==> src/hdl/mtf_pkg.sv <==
// ----------------------------------------------------------------------------
// mtf_pkg
// Shared types and codes for the move-to-front recency list.
// ----------------------------------------------------------------------------
package mtf_pkg;

  // default list depth and stored id width
  localparam int unsigned DEPTH_DEF    = 16;
  localparam int unsigned ID_WIDTH_DEF = 16;

  // request codes
  typedef enum logic [1:0] {
    REQ_OPEN   = 2'd0,
    REQ_SWITCH = 2'd1,
    REQ_CLOSE  = 2'd2,
    REQ_NOP    = 2'd3
  } req_code_t;

  // status codes
  typedef enum logic [1:0] {
    ST_OK        = 2'd0,
    ST_NOT_FOUND = 2'd1,
    ST_FULL      = 2'd2,
    ST_EMPTY     = 2'd3
  } status_t;

  // one request
  typedef struct packed {
    logic [1:0]  req_type;
    logic [15:0] win_id;
  } req_t;

  // one result
  typedef struct packed {
    logic [15:0] front_id;
    logic        list_empty;
    logic [4:0]  entry_count;
    logic [1:0]  status;
  } rsp_t;

endpackage

==> src/hdl/mtf_ram.sv <==
// ----------------------------------------------------------------------------
// mtf_ram
// Entry store: one write port, one read port with registered read data.
// ----------------------------------------------------------------------------
module mtf_ram #(
  parameter int unsigned DEPTH    = 16,
  parameter int unsigned ID_WIDTH = 16,
  localparam int unsigned IDX_W   = $clog2(DEPTH)
) (
  input  logic                clk,
  input  logic                we,
  input  logic [IDX_W-1:0]    waddr,
  input  logic [ID_WIDTH-1:0] wdata,
  input  logic [IDX_W-1:0]    raddr,
  output logic [ID_WIDTH-1:0] rdata
);

  logic [ID_WIDTH-1:0] mem [DEPTH];

  always_ff @(posedge clk) begin
    if (we) begin
      mem[waddr] <= wdata;
    end
  end

  always_ff @(posedge clk) begin
    rdata <= mem[raddr];
  end

endmodule

==> src/hdl/move_to_front_recency_list.sv <==
// ----------------------------------------------------------------------------
// move_to_front_recency_list
// Recency list of up to DEPTH ids, most recent first, with open, switch and
// close requests.
// sequence: open shifts each held entry one place back, writes the front;
//   switch makes a scan pass, then a shift pass, and writes the front;
//   close makes a scan pass, then moves the entries behind the match up;
//   a miss stops after the scan; full, empty and no-op go to the result.
// throughput: one request at a time; busy stays high until the result cycle
//   ends. the entry store, one read and one write a cycle, sets the pace.
// reset: rst clears the entry count and the sequencer; the store is not
//   cleared, since entries beyond the count are never used.
// the result is shown for one cycle on done; the receiver cannot stall it.
// ----------------------------------------------------------------------------
module move_to_front_recency_list #(
  parameter int unsigned DEPTH    = mtf_pkg::DEPTH_DEF,
  parameter int unsigned ID_WIDTH = mtf_pkg::ID_WIDTH_DEF
) (
  input  logic          clk,
  input  logic          rst,
  input  logic          start,
  input  mtf_pkg::req_t req,
  output logic          busy,
  output logic          done,
  output mtf_pkg::rsp_t rsp
);

  import mtf_pkg::*;

  localparam int unsigned IDX_W = $clog2(DEPTH);
  localparam int unsigned CNT_W = $clog2(DEPTH + 1);

  // sequencer states, one-hot
  typedef enum logic [5:0] {
    S_IDLE  = 6'b000001,
    S_SCAN  = 6'b000010,
    S_MOVE  = 6'b000100,
    S_WR0   = 6'b001000,
    S_FRONT = 6'b010000,
    S_RESP  = 6'b100000
  } state_t;

  state_t state, state_next;

  // control state
  logic [CNT_W-1:0] held, held_next;       // entries held
  logic [CNT_W-1:0] scan_rd, scan_rd_next; // next index to read during scan
  logic             cmp_pend, cmp_pend_next;
  logic [CNT_W-1:0] cnt, cnt_next;         // entries left to copy
  logic             wr_pend, wr_pend_next;

  // working registers of the current request
  req_code_t           op, op_next;
  logic [ID_WIDTH-1:0] id, id_next;
  status_t             status, status_next;
  logic [IDX_W-1:0]    cmp_idx, cmp_idx_next;
  logic [IDX_W-1:0]    cur, cur_next;         // read address of the copy walk
  logic [IDX_W-1:0]    wr_addr, wr_addr_next; // destination of the pending copy
  logic                dir_dn, dir_dn_next;   // 1: entries move toward the back

  // store port
  logic                we;
  logic [IDX_W-1:0]    waddr;
  logic [ID_WIDTH-1:0] wdata;
  logic [IDX_W-1:0]    raddr;
  logic [ID_WIDTH-1:0] rdata;

  mtf_ram #(
    .DEPTH    (DEPTH),
    .ID_WIDTH (ID_WIDTH)
  ) u_ram (
    .clk   (clk),
    .we    (we),
    .waddr (waddr),
    .wdata (wdata),
    .raddr (raddr),
    .rdata (rdata)
  );

  always_comb begin
    state_next    = state;
    held_next     = held;
    scan_rd_next  = scan_rd;
    cmp_pend_next = cmp_pend;
    cnt_next      = cnt;
    wr_pend_next  = wr_pend;
    op_next       = op;
    id_next       = id;
    status_next   = status;
    cmp_idx_next  = cmp_idx;
    cur_next      = cur;
    wr_addr_next  = wr_addr;
    dir_dn_next   = dir_dn;
    we            = 1'b0;
    waddr         = wr_addr;
    wdata         = rdata;
    raddr         = '0;

    unique case (state)
      S_IDLE: begin
        if (start) begin
          op_next     = req_code_t'(req.req_type);
          // id is zero-extended or masked to the stored width
          id_next     = ID_WIDTH'(req.win_id);
          status_next = ST_OK;
          unique case (req_code_t'(req.req_type))
            REQ_OPEN: begin
              if (held == CNT_W'(DEPTH)) begin
                status_next = ST_FULL;
                state_next  = S_FRONT;
              end else begin
                // shift every held entry one place back
                cnt_next     = held;
                cur_next     = IDX_W'(held - CNT_W'(1));
                dir_dn_next  = 1'b1;
                wr_pend_next = 1'b0;
                state_next   = S_MOVE;
              end
            end
            REQ_SWITCH, REQ_CLOSE: begin
              if (held == '0) begin
                status_next = ST_EMPTY;
                state_next  = S_FRONT;
              end else begin
                scan_rd_next  = '0;
                cmp_pend_next = 1'b0;
                state_next    = S_SCAN;
              end
            end
            REQ_NOP: begin
              state_next = S_FRONT;
            end
            default: begin
              state_next = S_FRONT;
            end
          endcase
        end
      end

      S_SCAN: begin
        // reads run one ahead of the compare
        raddr = scan_rd[IDX_W-1:0];
        if (cmp_pend && rdata == id) begin
          cmp_pend_next = 1'b0;
          wr_pend_next  = 1'b0;
          if (op == REQ_SWITCH) begin
            // entries in front of the match move back, id goes to front
            cnt_next    = CNT_W'(cmp_idx);
            cur_next    = cmp_idx - IDX_W'(1);
            dir_dn_next = 1'b1;
          end else begin
            // entries behind the match move up one place
            cnt_next    = held - CNT_W'(1) - CNT_W'(cmp_idx);
            cur_next    = cmp_idx + IDX_W'(1);
            dir_dn_next = 1'b0;
          end
          state_next = S_MOVE;
        end else if (scan_rd < held) begin
          cmp_idx_next  = scan_rd[IDX_W-1:0];
          cmp_pend_next = 1'b1;
          scan_rd_next  = scan_rd + CNT_W'(1);
        end else begin
          cmp_pend_next = 1'b0;
          status_next   = ST_NOT_FOUND;
          state_next    = S_FRONT;
        end
      end

      S_MOVE: begin
        // pipelined copy: each entry is read, then written from the registered read data
        raddr = cur;
        if (wr_pend) begin
          we = 1'b1;
        end
        if (cnt != '0) begin
          cur_next     = dir_dn ? cur - IDX_W'(1) : cur + IDX_W'(1);
          wr_addr_next = dir_dn ? cur + IDX_W'(1) : cur - IDX_W'(1);
          cnt_next     = cnt - CNT_W'(1);
          wr_pend_next = 1'b1;
        end else begin
          wr_pend_next = 1'b0;
          if (op == REQ_CLOSE) begin
            held_next  = held - CNT_W'(1);
            state_next = S_FRONT;
          end else begin
            state_next = S_WR0;
          end
        end
      end

      S_WR0: begin
        // new front entry
        we    = 1'b1;
        waddr = '0;
        wdata = id;
        if (op == REQ_OPEN) begin
          held_next = held + CNT_W'(1);
        end
        state_next = S_FRONT;
      end

      S_FRONT: begin
        raddr      = '0;
        state_next = S_RESP;
      end

      S_RESP: begin
        state_next = S_IDLE;
      end

      default: begin
        state_next = S_IDLE;
      end
    endcase
  end

  always_ff @(posedge clk) begin
    if (rst) begin
      state    <= S_IDLE;
      held     <= '0;
      scan_rd  <= '0;
      cmp_pend <= 1'b0;
      cnt      <= '0;
      wr_pend  <= 1'b0;
    end else begin
      state    <= state_next;
      held     <= held_next;
      scan_rd  <= scan_rd_next;
      cmp_pend <= cmp_pend_next;
      cnt      <= cnt_next;
      wr_pend  <= wr_pend_next;
    end
  end

  // payload of the request in flight
  always_ff @(posedge clk) begin
    op      <= op_next;
    id      <= id_next;
    status  <= status_next;
    cmp_idx <= cmp_idx_next;
    cur     <= cur_next;
    wr_addr <= wr_addr_next;
    dir_dn  <= dir_dn_next;
  end

  // handshake
  assign busy = (state != S_IDLE);
  assign done = (state == S_RESP);

  // result transfer, front entry read in the cycle before
  always_comb begin
    rsp.front_id    = (held != '0) ? 16'(rdata) : 16'd0;
    rsp.list_empty  = (held == '0);
    rsp.entry_count = 5'(held);
    rsp.status      = status;
  end

endmodule

==> config.mk <==
export PLATFORM = sky130hd
export DESIGN_NAME = move_to_front_recency_list
export DESIGN_NICKNAME = d
export VERILOG_FILES = /design/src/hdl/mtf_pkg.sv /design/src/hdl/mtf_ram.sv /design/src/hdl/move_to_front_recency_list.sv
export SDC_FILE = /design/constraint.sdc
export NUM_CORES = 1
export LEC_CHECK = 0
export BUFFER_PORTS_ARGS = -buffer_cell sky130_fd_sc_hd__buf_2
export CAP_MARGIN = 20
export CORE_ASPECT_RATIO = 1.2
export CORE_MARGIN = 4
export CORE_UTILIZATION = 41
export DETAILED_ROUTE_END_ITERATION = 7
export PLACE_DENSITY = 0.61
export SYNTH_ARGS = -nofsm -noshare
export SYNTH_HDL_FRONTEND = slang
export SYNTH_SLANG_ARGS = --single-unit
==> constraint.sdc <==
create_clock -name clk -period 10.1 [get_ports clk]
set_input_delay 0.505 -clock clk [delete_from_list [all_inputs] [get_ports clk]]
set_output_delay 0.505 -clock clk [all_outputs]
set_load 0.05 [all_outputs]
; ---- After elaboration in Yosys (flattened, before gate mapping)
; Memory sizes are Yosys's and may differ from the RTL's. A register that Yosys moved wholly into a read port is not among the register bits.
; Index checks and enable logic that the tools add are counted.
[op_classes]
n_addsub = 9
magnitude_cmp = 1
eq_ne = 28
muxes = 68
bitwise_logic = 1
n_reduce_logical = 21
[ops]
columns = operator, n
row1 = $mux W5, 17
row2 = $mux W4, 9
row3 = $mux W16, 2
row4 = $pmux W6 S5, 1
row5 = $mux W6, 4
row6 = $ne A2 B2 Y1 const B, 11
row7 = $pmux W5 S2, 2
row8 = $mux W1, 18
row9 = $pmux W6 S3, 1
row10 = $eq A16 B16 Y1, 1
row11 = $pmux W5 S3, 1
row12 = $pmux W4 S3, 1
row13 = $reduce_and A4 Y1, 3
row14 = $reduce_and A6 Y1, 2
row15 = $add A5 B1 Y5 const B, 2
row16 = $mux W2, 5
row17 = $reduce_and A5 Y1, 2
row18 = $reduce_bool A5 Y1, 2
row19 = $sub A5 B1 Y5 const B, 2
row20 = $add A4 B1 Y4 const B, 2
row21 = $pmux W2 S2, 2
row22 = $pmux W4 S2, 1
row23 = $sub A4 B1 Y4 const B, 2
row24 = $eq A2 B2 Y1 const B, 3
row25 = other kinds (24), 32
[totals]
ff_bits = 56
mem_bits_rw = 256
in_bits = 21
out_inout_bits = 26
elab_cells = 142
memories = 1
[mem_list]
columns = memory, depth, word_bits, rd, rd_clocked_by_memory_dff, wr, line_no
row1 = u_ram.mem, 16, 16, 1, 1, 1, mtf_ram.sv:18  ; logic [ID_WIDTH-1:0] mem [DEPTH];

; ---- Depth between registers and ports, before layout
; Gate-level depths: netlist of run 1.
[depth]
ltp_word = 5
depth_mapped = 10
mapped_depth_nobuf = 10

; ---- Hierarchy
; From an unflattened synthesis of run 1, not the netlist that was laid out.
[hier_totals]
cells_unflattened = 840
area_unflattened_um2 = 13641.8
[modules_own_cells]
columns = module, n_inst, cells_each, area_each_um2, seq_area_each_um2
row1 = mtf_ram, 1, 432, 10043.4, 8007.7
row2 = move_to_front_recency_list, 1, 408, 3598.5, 1451.4

; ---- Worst setup path after synthesis of run 1
; Ideal clock, no wire load.
[synth_timing]
path_type = register -> register
from = reg state[0]
to = mem u_ram.mem[0][0], enable pin
arrival_ns = 3.047
required_ns = 9.686
slack_ns = 6.639
stages_incl_launch_ff = 8
path_buffers = 2
period_less_slack_ns = 3.461
cell_sequence = dfxtp_1 buf_4 or4_4 nor2_2 buf_4 nand2_1 or3_1 o31ai_1
[synth_between]
elab_chain_len = 4
elab_cells_between_ends = 6
classes_between = eq/ne (2) / mux (4)
[synth_rtl]
columns = element, line_no
row1 = start: declaration, move_to_front_recency_list.sv:43  ; state_t state, state_next;
row2 = start signal: assignment, move_to_front_recency_list.sv:226  ; state <= state_next;
row3 = $eq A6 B4 Y1 / $eq A6 B3 Y1 (equally long branches), move_to_front_recency_list.sv:99  ; unique case (state)
row4 = $pmux W1 S2, move_to_front_recency_list.sv:99
row5 = $mux W1, mtf_ram.sv:21  ; if (we) begin
row6 = $mux W1 (not written as such), mtf_ram.sv:22  ; mem[waddr] <= wdata;
row7 = end: declaration, mtf_ram.sv:18
; Parallel ways exist; a longest one is shown, timed or not.

==> results.rst, run 1 <==
.. list-table::
   :header-rows: 1

   * - Metric
     - Value
   * - Internal power component
     - 2.33 mW
   * - Switching power summed over all nets
     - 0.652 mW
   * - Worst-margin pin slew
     - 1100 ps
   * - Wire length of the first global-routing pass
     - 65.9 mm
   * - Number of warnings reported in the yosys synthesis log
     - 0
   * - Share of power burned in combinational logic
     - 4.7%
   * - Num ports
     - 47
   * - FFs w/ async S/R, synth
     - 0%
   * - Outcome
     - finished clean
   * - Final-report setup violation count
     - 0
   * - Last weighted congestion value of the routability-driven placer
     - 0.888
   * - Total negative setup slack
     - 0 ps
   * - Count of endpoints failing hold in the final timing report
     - 0
   * - Achievable Freq
     - 270 MHz
   * - Mapped Area
     - 15,100 µm²
   * - Clock input transition at the sequential cells of the worst setup and hold paths
     - 60 ps
   * - Commonest non-fill, non-tap cell in the layout
     - sky130_fd_sc_hd__edfxtp_1
   * - Number of antenna violations at the first check in global routing
     - 0
   * - Number of inserted diodes
     - 0
   * - All-layer global routing usage
     - 21.3%
   * - Total buffers and inverters traversed by the critical path
     - 3
   * - Sequential power share
     - 50.5%
   * - Post-DP HPWL
     - 26.9 mm
   * - Delay of the slowest critical-path stage
     - 800 ps
   * - Worst setup skew after layout
     - 23.4 ps
   * - Setup CP Type
     - register to primary output
   * - Capturing point of the worst reg2reg path
     - u_ram.mem[9][0]$_DFFE_PP_
   * - Row count
     - 76
   * - Beginning of the worst register-to-register path
     - state[5]$_SDFFE_PP0P_
   * - RSZ-0062 raised after global routing
     - no
   * - R2R Setup Slk
     - 6530 ps
   * - Max-cap viol count
     - 0
   * - Maximum vdd drop
     - 0.000103 V
   * - Number of post-CTS setup repair buffers
     - 0
   * - Final critical delay including setup and external delays
     - 3700 ps
   * - CTS tree
     - done
   * - Die width
     - 183 µm
   * - Overall power consumption
     - 2.98 mW
   * - Clk buf depth
     - 3
   * - Post-DRT Antenna Nets
     - 0
   * - Maximum level of the CTS H-tree
     - 2
   * - First-pass iteration count of the detailed router
     - 5
   * - Min-delay worst type
     - input pin to register
   * - Die footprint
     - 40,100 µm²
   * - DRC
     - 0
   * - Number of buffers added on ports
     - 46
   * - Die height
     - 218 µm
   * - Min-delay src
     - req[1]
   * - Leak
     - 5.62 nW
   * - Worst r2r path cells
     - 7
   * - Final routed wire length divided by cell count
     - 24.5 µm
   * - Largest fanout on the critical path
     - 10
   * - Critical path, cell by cell
     - inv_1 -> ha_1 -> nor3b_2 -> and2_0 -> buf_4 -> buf_2
   * - Clock Latency Late Sink
     - 530 ps
   * - Netlist cell types
     - 73
   * - Clock Sink Count
     - 328
   * - Max-slew violation count
     - 0
   * - CTS buffer count
     - 36
   * - Cell depth of the worst hold path
     - 1
   * - Kind of cell adding the most delay to the critical path
     - simple AND/OR/NAND/NOR gates
   * - Post-DR vias/cell
     - 6.13
   * - Final Routed Wirelength
     - 43.9 mm
   * - Cell with the biggest individual delay on the critical path
     - sky130_fd_sc_hd__and2_0
   * - Number of gates given a new drive strength after cts
     - 0
   * - Required @ worst endpoint
     - 9600 ps
   * - Count of flip-flops with a built-in enable after synthesis
     - 289
   * - Total vias in the final route
     - 11,000
   * - Syn-to-layout area delta
     - 12.0%
   * - Nature of the critical path endpoint
     - primary output
   * - Remaining global-route overflow
     - 0
   * - Layout fillers
     - 3,270
   * - Relative max-transition margin
     - 26.2%
   * - Pin count of the biggest net entering global routing
     - 75
   * - Sequential element share of the synthesized area
     - 62.5%
   * - Core area
     - 36,200 µm²
   * - Clk network pwr share
     - 44.8%
   * - Period Utilization, post-route
     - 36.7%
   * - Total of flip-flops plus latches after synthesis
     - 328
   * - Synthesized area per cell
     - 11.7 µm²
   * - Post-Synthesis Cells
     - 1,290
   * - Buffer cell driving the clock tree root
     - sky130_fd_sc_hd__clkbuf_16
   * - # hold bufs at CTS
     - 0
   * - Fraction of final layout cells with drive strength greater than 1
     - 12.8%
   * - Worst path arrival time
     - 3200 ps
   * - Number of DRC markers after the initial detailed-route iteration
     - 1,069
   * - Vias in the first global route
     - 10,500
   * - Power density over the cells
     - 176 nW/µm²
   * - Initial core utilization
     - 41.8%
   * - Element type at the critical path start
     - register
   * - Switching Share
     - 21.9%
   * - Hold path endpoint
     - id[1]$_DFFE_PP_
   * - Highest-count cells in the layout ignoring fill and taps
     - sky130_fd_sc_hd__edfxtp_1, sky130_fd_sc_hd__a21oi_1, sky130_fd_sc_hd__nand3_1, sky130_fd_sc_hd__o21ai_0, sky130_fd_sc_hd__nand2_1
   * - Main flop type after synthesis
     - sky130_fd_sc_hd__edfxtp_1
   * - Net total in the final layout
     - 1,338
   * - Syn Nets
     - 1,331
-- per-layer routing --
metal  wire length [µm]  global-route usage (%)
met1              18200                    28.4
met2              21300                    35.6
met3               2840                    3.53
met4               1540                    7.05
met5                  0                       0
-- Yosys cell counts, types with 4 or more instances --
| cell | number | area share (%) |
|---|---|---|
| sky130_fd_sc_hd__nor3_1 | 7 | 0.23 |
| sky130_fd_sc_hd__o31ai_1 | 4 | 0.20 |
| sky130_fd_sc_hd__o22a_1 | 33 | 1.9 |
| sky130_fd_sc_hd__a211oi_1 | 9 | 0.45 |
| sky130_fd_sc_hd__ha_1 | 18 | 1.5 |
| sky130_fd_sc_hd__nand3_1 | 122 | 4.0 |
| sky130_fd_sc_hd__a22oi_1 | 4 | 0.20 |
| sky130_fd_sc_hd__dfxtp_1 | 39 | 5.2 |
| sky130_fd_sc_hd__buf_4 | 6 | 0.30 |
| sky130_fd_sc_hd__a31oi_1 | 7 | 0.29 |
| sky130_fd_sc_hd__edfxtp_1 | 289 | 57 |
| sky130_fd_sc_hd__buf_1 | 9 | 0.22 |
| sky130_fd_sc_hd__nand4_1 | 4 | 0.17 |
| sky130_fd_sc_hd__nand2_1 | 80 | 2.0 |
| sky130_fd_sc_hd__o32a_1 | 31 | 2.0 |
| sky130_fd_sc_hd__mux2i_1 | 9 | 0.60 |
| sky130_fd_sc_hd__inv_1 | 29 | 0.72 |
| sky130_fd_sc_hd__clkbuf_1 | 68 | 1.7 |
| sky130_fd_sc_hd__nor2_1 | 37 | 0.92 |
| sky130_fd_sc_hd__o21ai_0 | 105 | 3.5 |
| sky130_fd_sc_hd__and3_1 | 7 | 0.29 |
| sky130_fd_sc_hd__xnor2_1 | 19 | 1.1 |
| sky130_fd_sc_hd__nor4_1 | 19 | 0.79 |
| sky130_fd_sc_hd__buf_2 | 12 | 0.40 |
| sky130_fd_sc_hd__nand2b_1 | 5 | 0.21 |
| sky130_fd_sc_hd__o22ai_1 | 33 | 1.4 |
| sky130_fd_sc_hd__a21oi_1 | 175 | 5.8 |
| sky130_fd_sc_hd__nor2b_1 | 18 | 0.74 |
| sky130_fd_sc_hd__xor2_1 | 16 | 0.93 |
-- cell families after synthesis --
logic type	Yosys count	share of synthesized area, %
mux	12	0.818
compound gates	432	17.6
buf+inv	131	3.68
xor+xnor	35	2.03
fa+ha+maj	20	1.75
simple gates	332	11.7
flops	328	62.5
-- power groups by stage --
| stage | Combinational, mW | Sequential [mW] | Clock (mW) |
|---|---|---|---|
| floorplan | 0.0961 | 1.53 | 0 |
| global placement | 0.135 | 1.53 | 0 |
| detailed placement | 0.138 | 1.53 | 0 |
| CTS | 0.138 | 1.51 | 1.36 |
| global route | 0.150 | 1.51 | 1.42 |
| finish | 0.139 | 1.51 | 1.34 |
-- sequential cells by signal (all words and copies together), names as in the netlist --
signal,cells
wr_addr,4
status,2
dir_dn,1
u_ram.mem,256
cur,4
held,5
u_ram.rdata,16
cmp_idx,4
id,16
state,6
wr_pend,1
cmp_pend,1
scan_rd,5
op,2
cnt,5
-- per-stage QoR --
stage / cell area [µm²] / setup slack (ps) / util, % / hold slack, ps / instances
floorplan: 15100 / 6640 / - / 448 / 1290
global placement: 15700 / 6740 / 43.4 / 455 / 1725
detailed placement: 15700 / 6600 / 43.4 / 466 / 1725
CTS: 16900 / 6430 / 46.7 / 139 / 1791
global route: 17000 / 6330 / 46.8 / 139 / 1793
finish: 17000 / 6400 / 46.8 / 157 / 1793
-- worst max path at each step --
stage,startpoint,slack (ps),cells after the start,endpoint
2_1_floorplan,state[0]$_SDFFE_PP1P_,6640,7,u_ram.mem[0][0]$_DFFE_PP_
4_1_cts,held[0]$_SDFFE_PP0P_,6430,6,rsp[7]
6_report,held[0]$_SDFFE_PP0P_,6400,6,rsp[7]
5_1_grt,held[0]$_SDFFE_PP0P_,6330,6,rsp[7]
3_3_place_gp,state[5]$_SDFFE_PP0P_,6740,7,u_ram.mem[9][13]$_DFFE_PP_
3_5_place_dp,state[5]$_SDFFE_PP0P_,6600,7,u_ram.mem[9][0]$_DFFE_PP_
-- cell type report --
cell class	instances	area, µm²	area share, %
Inverter	30	114	0.671
Multi-Input combinational cell	831	5180	30.5
Timing Repair Buffer	70	425	2.51
Clock buffer	48	998	5.89
Tap cell	468	586	3.45
Clock inverter	18	196	1.16
Sequential cell	328	9460	55.8
Power figures use the tool's default switching activity.
==> run 2, diff against run 1 <==
==> constraint.sdc (replaced) <==
create_clock -name clk -period 3.5 [get_ports clk]
set_input_delay 0.175 -clock clk [delete_from_list [all_inputs] [get_ports clk]]
set_output_delay 0.175 -clock clk [all_outputs]
set_load 0.05 [all_outputs]
==> run 2 against run 1 <==
Worst hold slack got worse by 100 ps. Die area did not move. Final area is 1.4% higher. Combinational power increased to 2.9 times the previous value. Clock skew down 11 ps. Sequential power rose to 2.9 times the previous value. Routed wire length up 0.42%. Largest power group unchanged. Highest routed layer unchanged.
==> results.rst, run 2 (synthesis results as in run 1) <==
.. list-table::
   :header-rows: 1

   * - Metric
     - Value
   * - Outcome
     - finished clean
   * - Sequential power share
     - 52.9% (+2.4 points)
   * - Die width
     - 183 µm (unchanged)
   * - Register with the most flip-flops
     - u_ram.mem
   * - Power density over the cells
     - 478 nW/µm² (+170%)
   * - CTS tree
     - done
   * - Top flop regs
     - u_ram.mem (256), id (16), u_ram.rdata (16)
   * - Element type at the critical path start
     - register
   * - Number of post-CTS setup repair buffers
     - 0 (unchanged)
   * - First-pass iteration count of the detailed router
     - 6 (+1)
   * - Maximum level of the CTS H-tree
     - 2 (unchanged)
   * - Final critical delay including setup and external delays
     - 2960 ps
   * - Number of buffers added on ports
     - 46 (unchanged)
   * - Clock Sink Count
     - 328 (unchanged)
   * - Leak
     - 5.75 nW (+2.4%)
   * - Largest fanout on the critical path
     - 15 (+5)
   * - Die footprint
     - 40,100 µm² (unchanged)
   * - Worst setup skew after layout
     - 12.1 ps (-11.2 ps)
   * - Die height
     - 218 µm (unchanged)
   * - Switching power summed over all nets
     - 1.82 mW (+180%)
   * - Max-slew violation count
     - 0 (unchanged)
   * - Fraction of final layout cells with drive strength greater than 1
     - 13.7% (+0.93 points)
   * - Commonest non-fill, non-tap cell in the layout
     - sky130_fd_sc_hd__edfxtp_1
   * - Pin count of the biggest net entering global routing
     - 59 (-21%)
   * - Worst setup timing slack at the placement stage
     - 547 ps (-6060 ps)
   * - Number of inserted diodes
     - 0 (unchanged)
   * - Core area
     - 36,200 µm² (unchanged)
   * - Highest-count cells in the layout ignoring fill and taps
     - sky130_fd_sc_hd__edfxtp_1, sky130_fd_sc_hd__a21oi_1, sky130_fd_sc_hd__nand3_1, sky130_fd_sc_hd__o21ai_0, sky130_fd_sc_hd__nand2_1
   * - Setup CP Type
     - register to primary output
   * - Buffer cell driving the clock tree root
     - sky130_fd_sc_hd__clkbuf_16
   * - Final-report setup violation count
     - 0 (unchanged)
   * - Row count
     - 76 (unchanged)
   * - Worst hold slack
     - 53.2 ps (-104 ps)
   * - Num ports
     - 47 (unchanged)
   * - Final Routed Wirelength
     - 44.0 mm (+0.42%)
   * - Final routed wire length divided by cell count
     - 24.0 µm (-1.8%)
   * - Share of power burned in combinational logic
     - 4.9% (+0.2 points)
   * - Net total in the final layout
     - 1,380 (+3.1%)
   * - Clk network pwr share
     - 42.2% (-2.6 points)
   * - Maximum vdd drop
     - 0.000257 V (+150%)
   * - Total negative setup slack
     - 0 ps (unchanged)
   * - Post-DP HPWL
     - 27.8 mm (+3.4%)
   * - Last weighted congestion value of the routability-driven placer
     - 0.855 (-3.7%)
   * - Min-delay worst type
     - input pin to register
   * - RSZ-0062 raised after global routing
     - no
   * - Count of endpoints failing hold in the final timing report
     - 0 (unchanged)
   * - DRC
     - 0 (unchanged)
   * - Overall power consumption
     - 8.22 mW (+180%)
   * - Worst-margin pin slew
     - 1010 ps (-96.5 ps)
   * - Post-DRT Antenna Nets
     - 0 (unchanged)
   * - Number of DRC markers after the initial detailed-route iteration
     - 1,164 (+8.9%)
   * - All-layer global routing usage
     - 21.4% (+0.084 points)
   * - Required @ worst endpoint
     - 3320 ps (-6280 ps)
   * - R2R Setup Slk
     - 600 ps (-5930 ps)
   * - Number of antenna violations at the first check in global routing
     - 0 (unchanged)
   * - Wire length of the first global-routing pass
     - 65.7 mm (-0.19%)
   * - Achievable Freq
     - 338 MHz
   * - Remaining global-route overflow
     - 0 (unchanged)
   * - Clock Latency Late Sink
     - 520 ps (about the same)
   * - Relative max-transition margin
     - 32.9% (+6.7 points)
   * - Max-cap viol count
     - 0 (unchanged)
   * - Period Utilization, post-route
     - 84.5%
   * - Total vias in the final route
     - 11,200 (+2.0%)
   * - Post-DR vias/cell
     - 6.11 (-0.25%)
   * - Initial core utilization
     - 41.8% (unchanged)
   * - Area after detailed placement
     - 16,000 µm² (+1.4%)
   * - Switching Share
     - 22.1% (+0.19 points)
   * - Worst setup margin
     - 542 ps (-5860 ps)
   * - CTS buffer count
     - 35 (-2.8%)
   * - Worst path arrival time
     - 2780 ps (-420 ps)
   * - Nature of the critical path endpoint
     - primary output
   * - Clock input transition at the sequential cells of the worst setup and hold paths
     - 60 ps (about the same)
   * - Max FFs per register
     - 256 (unchanged)
   * - Post-route cell area
     - 17,200 µm² (+1.4%)
   * - Clk buf depth
     - 3 (unchanged)
   * - Internal power component
     - 6.41 mW (+180%)
   * - Syn-to-layout area delta
     - 13.7%
   * - Vias in the first global route
     - 10,700 (+1.4%)
-- run 2: changes by cell type in the layout (fill, tap and decap cells not counted), sizes merged --
cell / change
buf: +25
bufinv: -4
clkbuf: +8
clkinv: -8
clkinvlp: +1
dlygate4sd3: +18
inv: +1
-- run 2: final timing paths --
check | from | endpoint | cells after the start
max reg2reg | state[5]$_SDFFE_PP0P_ | u_ram.mem[0][8]$_DFFE_PP_ | 6
min reg2reg | cmp_pend$_SDFFE_PP0P_ | cmp_pend$_SDFFE_PP0P_ | 2
min | rst | held[1]$_SDFFE_PP0P_ | 2
max | held[0]$_SDFFE_PP0P_ | rsp[21] | 7
-- run 2: repair_timing --
action / 4_1_cts / 5_1_grt
hold endpoints to repair: 18 / 0
hold buffers: 18 / 0
resized for setup: 0 / 0
-- run 2: critical path, stage by stage, from the launching register on --
cell	delay, ps
sky130_fd_sc_hd__dfxtp_1	570
sky130_fd_sc_hd__inv_1	140
sky130_fd_sc_hd__ha_1	250
sky130_fd_sc_hd__nor3b_2	180
sky130_fd_sc_hd__and2_0	320
sky130_fd_sc_hd__buf_4	280
sky130_fd_sc_hd__nor2b_1	220
sky130_fd_sc_hd__buf_2	310
-- run 2: metal layers --
metal / global-route usage [%] / up-vias / share of wire, %
li1: - / 5052 / -
met1: 28.6 / 5576 / 40
met2: 35.8 / 509 / 49
met3: 3.31 / 73 / 7.8
met4: 7.33 / 0 / 3.2
met5: 0 / - / 0
-- run 2: per-stage QoR --
stage               cells  util [%]
floorplan            1290         -
global placement     1751      44.0
detailed placement   1751      44.0
CTS                  1833      47.5
global route         1834      47.5
finish               1834      47.5
-- run 2: power groups by stage --
| stage | clock network, mW | logic [mW] | registers, mW |
|---|---|---|---|
| 2_1_floorplan | 0 | 0.277 | 4.41 |
| 3_3_place_gp | 0 | 0.382 | 4.43 |
| 3_5_place_dp | 0 | 0.388 | 4.43 |
| 4_1_cts | 3.52 | 0.405 | 4.35 |
| 5_1_grt | 3.70 | 0.444 | 4.35 |
| 6_report | 3.47 | 0.406 | 4.35 |
-- run 2: final cells by class --
cell class | instances | area, µm²
Tap cell | 468 | 586
Clock inverter | 8 | 52.6
Multi-Input combinational cell | 831 | 5180
Fill cell | 3214 | 19000
Timing Repair Buffer | 113 | 807
Inverter | 30 | 114
Clock buffer | 56 | 1010
Sequential cell | 328 | 9460
